[src/sv/bra_pkg.sv]
// Shared constants and types for the box region average block.
package bra_pkg;

	// Frame geometry limits and pixel store shape
	localparam int MAX_WIDTH   = 128;
	localparam int MAX_HEIGHT  = 128;
	localparam int STORE_DEPTH = MAX_WIDTH * MAX_HEIGHT;
	localparam int ADDR_W      = $clog2(STORE_DEPTH);

	// Channel layout of one stored pixel word
	localparam int CHANNELS = 4;
	localparam int CHAN_W   = 8;
	localparam int PIXEL_W  = CHANNELS * CHAN_W;

	// Field widths
	localparam int COORD_W = 16;
	localparam int FRAME_W = 8;
	localparam int XW      = $clog2(MAX_WIDTH);
	localparam int YW      = $clog2(MAX_HEIGHT);

	// Accumulator and pixel count widths for a full-frame rectangle
	localparam int SUM_W = $clog2(STORE_DEPTH * ((1 << CHAN_W) - 1) + 1);
	localparam int CNT_W = $clog2(STORE_DEPTH + 1);

	// Configuration register indexes
	localparam logic CFG_FRAME_WIDTH  = 1'b0;
	localparam logic CFG_FRAME_HEIGHT = 1'b1;

	// Input item modes
	localparam logic MODE_WRITE = 1'b0;
	localparam logic MODE_QUERY = 1'b1;

	// Query sequencer states
	typedef enum logic [2:0] {
		ST_IDLE,
		ST_SETUP,
		ST_SUM,
		ST_DRAIN,
		ST_LAUNCH,
		ST_DIVIDE,
		ST_EMIT
	} state_t;

	typedef logic [CHANNELS-1:0][SUM_W-1:0]  sums_t;
	typedef logic [CHANNELS-1:0][CHAN_W-1:0] chans_t;

endpackage

[src/sv/bra_divider.sv]
// Four-lane restoring divider producing 8-bit truncated channel means.
module bra_divider (
	input  logic                       clk,
	input  logic                       arst_n,
	input  logic                       start,
	input  bra_pkg::sums_t             dividend,
	input  logic [bra_pkg::CNT_W-1:0]  divisor,
	output logic                       done,
	output bra_pkg::chans_t            quotient
);

	localparam int BIT_W = $clog2(bra_pkg::CHAN_W);

	bra_pkg::sums_t                rem_q;
	logic [bra_pkg::SUM_W-1:0]     div_q;
	logic [BIT_W-1:0]              bit_q;
	logic                          busy_q;
	logic                          done_q;

	// Control: walk quotient bits from the top down
	always_ff @(posedge clk or negedge arst_n) begin
		if (!arst_n) begin
			busy_q <= 1'b0;
			done_q <= 1'b0;
			bit_q  <= '0;
		end else begin
			done_q <= 1'b0;
			if (start) begin
				busy_q <= 1'b1;
				bit_q  <= BIT_W'(bra_pkg::CHAN_W - 1);
			end else if (busy_q) begin
				bit_q <= bit_q - 1'b1;
				if (bit_q == '0) begin
					busy_q <= 1'b0;
					done_q <= 1'b1;
				end
			end
		end
	end

	// Datapath: trial subtract of the shifted divisor in every lane
	always_ff @(posedge clk) begin
		if (start) begin
			rem_q    <= dividend;
			quotient <= '0;
			div_q    <= bra_pkg::SUM_W'({divisor, (bra_pkg::CHAN_W - 1)'(0)});
		end else if (busy_q) begin
			for (int c = 0; c < bra_pkg::CHANNELS; c++) begin
				if (rem_q[c] >= div_q) begin
					rem_q[c]           <= rem_q[c] - div_q;
					quotient[c][bit_q] <= 1'b1;
				end
			end
			div_q <= div_q >> 1;
		end
	end

	assign done = done_q;

endmodule

[config.mk]
export PLATFORM = sky130hd
export DESIGN_NAME = bra_divider
export DESIGN_NICKNAME = d
export VERILOG_FILES = /design/src/sv/bra_pkg.sv /design/src/sv/bra_divider.sv
export SDC_FILE = /design/constraint.sdc
export NUM_CORES = 1
export LEC_CHECK = 0
export BUFFER_PORTS_ARGS = -buffer_cell sky130_fd_sc_hd__buf_2
export CAP_MARGIN = 20
export CORE_MARGIN = 4
export CORE_UTILIZATION = 27
export CTS_CLUSTER_SIZE = 20
export DETAILED_ROUTE_END_ITERATION = 8
export PLACE_DENSITY = 0.5
export SLEW_MARGIN = 20
export SYNTH_ARGS = -nofsm -noshare
export SYNTH_HDL_FRONTEND = slang
export SYNTH_SLANG_ARGS = --single-unit
[constraint.sdc]
create_clock -name clk -period 12.49 [get_ports clk]
set_clock_uncertainty 0.15 [all_clocks]
set_input_delay 0.6245 -clock clk [delete_from_list [all_inputs] [get_ports clk]]
set_output_delay 0.6245 -clock clk [all_outputs]
set_load 0.05 [all_outputs]
==> out/qor.yml <==
timing.slew.headroom: 0.328
clkSlewWorstSetupHoldPaths_ns: 0.07
cts_root_buf: "clkbuf_16"
path_delay_family: "compound AO/OA/AOI/OAI gates"
r2r_end: "rem_q[28]"
numCtsBuffers: 17
worstPathArrival_ns: 4.00
grt_busiest_layer: "met2"
timing.final.crit_share: 0.317
htreeDepth: 4
reg2reg_depth: 10
grt_pass1_vias: 8963
use_met3: 0.0402
syn-mean-instance-area_um2: 9.15
ys_ff_latch: 147
hold_path.startpoint: "dividend[59]"
critical_path.endpoint_type: "flop"
ctsResizeCount: 0
gp_congestion: 0.864
cts_tree: "done"
tns_ns: 0
die_h_um: 205
die_w_um: 205
met2_usage: 0.250
drtIter0Drc: 673
ant_nets: 0
use_met1: 0.231
timing.final.ws_setup_ns: 8.53
antenna_found_initial: 11
cp.required_ns: 12.53
grt_max_degree: 80
start_util: 0.276
cts.sink_count: 147
synth_nets: 1344
drc: 0
reg2reg_from: "div_q[0]"
place_ws_ns: 8.57
synth_cell_types: 75
path_max_fanout: 12
yosys.area.top_type: "edfxtp_1"
drv_slew: 0
worst_setup_path_start_kind: "flop"
setup_viol: 0
port_buffers: 138
yosysWarnings: 0
nFillCells: 4009
synthCells: 1144
outcome: "finished clean"
io_pins: 139
grt_pass1_wl_mm: 52.3
fmax_mhz: 253
drt-pass1-iter-count: 5
fin_crit_ns: 3.96
p_leak_nw: 5.07
reg2reg_slack_ns: 8.53
hold_viol: 0
dieArea_mm2: 0.0420
critical_path.n_buffers_inverters: 2
max_cap_violations: 0
rows: 71
synth_edf_count: 103
areaGrowthSynthToFinish_pct: 17.3
yosysTopAreaCellShare: 0.295
synth_top_cells_by_area: "edfxtp_1 (30%), ha_1 (11%), dfxtp_1 (7.5%)"
hold_path_end: "rem_q[59]"
grt_usage: 0.162
overflow: 0
hold-path-cell-count: 3
postRouteWirelength_mm: 34.7
clockBufferDepth: 2
peakVddDrop_mv: 0.142
num-nets-final: 1459
clkLatencyLatePin_ns: 0.45
critical-path-slowest-cell: "o32a_1"
tightest_slew_ns: 1.01
design.core.area_mm2: 0.0379
async_reset_ff_frac: 0.0340
vias: 9211
min_path_type: "input port to flop"
via_per_inst: 5.15
cp_slowest_stage_delay_ns: 0.53
crit_cells: 10
rsz0062_at_grt: "no"
netlist_area_mm2: 0.0105
yosysSeqAreaShare: 0.382
wl_per_cell_um: 19.4
path_class: "flop to flop"
synthFlopType: "edfxtp_1"
power.density_mw_per_mm2: 256
crit_chain: "ha_1, inv_1, fa_1, a211oi_1, o21a_1, o21ai_0, a221oi_1, o32a_1, o21ai_2, buf_4"
drive_gt1_frac: 0.159
dpl.hpwl_mm: 25.5
[what timing repair did]
| item | CTS | global route |
|---|---|---|
| endpoints found under the hold margin | 5 | 0 |
| setup buffers | 0 | 0 |
| hold buffers | 1 | 0 |
[registers in the layout (all words and copies together) (netlist names)]
| name | count |
|---|---|
| bit_q | 3 |
| quotient | 32 |
| done | 1 |
| busy_q | 1 |
| rem_q | 88 |
| div_q | 22 |
[layer usage]
| layer | part of all wire | vias up | routed length [µm] |
|---|---|---|---|
| met5 | 0.0035 | - | 122 |
| met4 | 0.011 | 16 | 399 |
| met1 | 0.48 | 4383 | 16700 |
| met3 | 0.058 | 37 | 2020 |
| li1 | - | 4526 | - |
| met2 | 0.44 | 249 | 15500 |
[where the power goes]
part           leakage [nW]  internal (W)  total [W]  switching, W
Combinational          3.33      0.000697    0.00177       0.00107
Sequential             1.44      0.000763   0.000838     0.0000753
Clock                 0.293      0.000284   0.000533      0.000249
Total                  5.07       0.00174    0.00314       0.00140
[cell usage after synthesis, drive strengths merged, types with 5 or more instances]
cell type / number
o2bb2ai: 26
nor2: 68
a21oi: 76
o32ai: 8
mux2: 7
nor3: 16
buf: 6
dfrtp: 5
o211ai: 10
a211oi: 17
a221oi: 6
o21bai: 14
nand2b: 13
nor3b: 8
nor2b: 12
dfxtp: 39
o221ai: 5
a31oi: 5
a311oi: 7
xnor2: 37
ha: 90
a21o: 33
edfxtp: 103
inv: 66
and2: 7
xor2: 16
clkbuf: 43
nand4: 15
a22o: 5
o31ai: 18
o21ai: 109
nand2: 128
mux2i: 8
and3: 10
nand3: 28
o21a: 17
[per-stage QoR]
| step | utilization | total power (W) | instance area (µm²) | hold WS, ns | cells |
|---|---|---|---|---|---|
| floorplan | - | 0.00218 | 10500 | 0.179 | 1144 |
| global placement | 0.308 | 0.00259 | 11700 | 0.297 | 1750 |
| detailed placement | 0.308 | 0.00259 | 11700 | 0.297 | 1750 |
| CTS | 0.323 | 0.00314 | 12300 | 0.284 | 1783 |
| global route | 0.323 | 0.00339 | 12300 | 0.293 | 1784 |
| finish | 0.324 | 0.00314 | 12300 | 0.302 | 1787 |
[cell type report]
cell class	instances	area (µm²)	area share
timing repair buffer	145	752	0.0612
antenna	4	10.0	0.000815
inverter	68	255	0.0208
multi-input combinational	880	6030	0.491
clock inverter	15	164	0.0133
sequential	147	4000	0.326
tap	511	639	0.0521
clock buffer	17	425	0.0346
[placed cells by master (no fill, tap or decap), types with 10 or more instances in the layout]
master	count
a211oi_1	16
a21o_1	31
a21oi_1	75
and3_1	10
buf_2	137
clkbuf_16	17
dfxtp_1	39
edfxtp_1	103
ha_1	90
inv_1	66
nand2_1	128
nand2b_1	13
nand3_1	28
nand4_1	15
nor2_1	68
nor2b_1	12
nor3_1	16
o211ai_1	10
o21a_1	16
o21ai_0	104
o21bai_1	14
o2bb2ai_1	26
o31ai_1	18
xnor2_1	37
xor2_1	16
[worst max-delay path by stage]
stage / startpoint / to / slack, ns
floorplan: div_q[7] / rem_q[0] / 8.33
global placement: div_q[0] / rem_q[27] / 8.62
detailed placement: div_q[0] / rem_q[28] / 8.57
CTS: div_q[0] / rem_q[28] / 8.54
global route: div_q[0] / rem_q[22] / 8.19
finish: div_q[0] / rem_q[28] / 8.53
[worst reg2reg max path, cell delays in order (launching register included)]
cell and delay, ns:
dfxtp_1 0.49, ha_1 0.22, inv_1 0.05, fa_1 0.42, a211oi_1 0.38, o21a_1 0.20, o21ai_0 0.13, a221oi_1 0.50
o32a_1 0.53, o21ai_2 0.31, buf_4 0.32
[kinds of logic after synthesis]
group                      share of synthesized area
muxes                                         0.0152
xor gates and xnor gates                      0.0443
buffers and inverters                         0.0428
adders and majority gates                      0.115
and+or+nand+nor                                0.146
AOI/OAI and AO/OA                              0.255
DFF                                            0.382
Note: power is estimated with default switching activity, not from simulation.
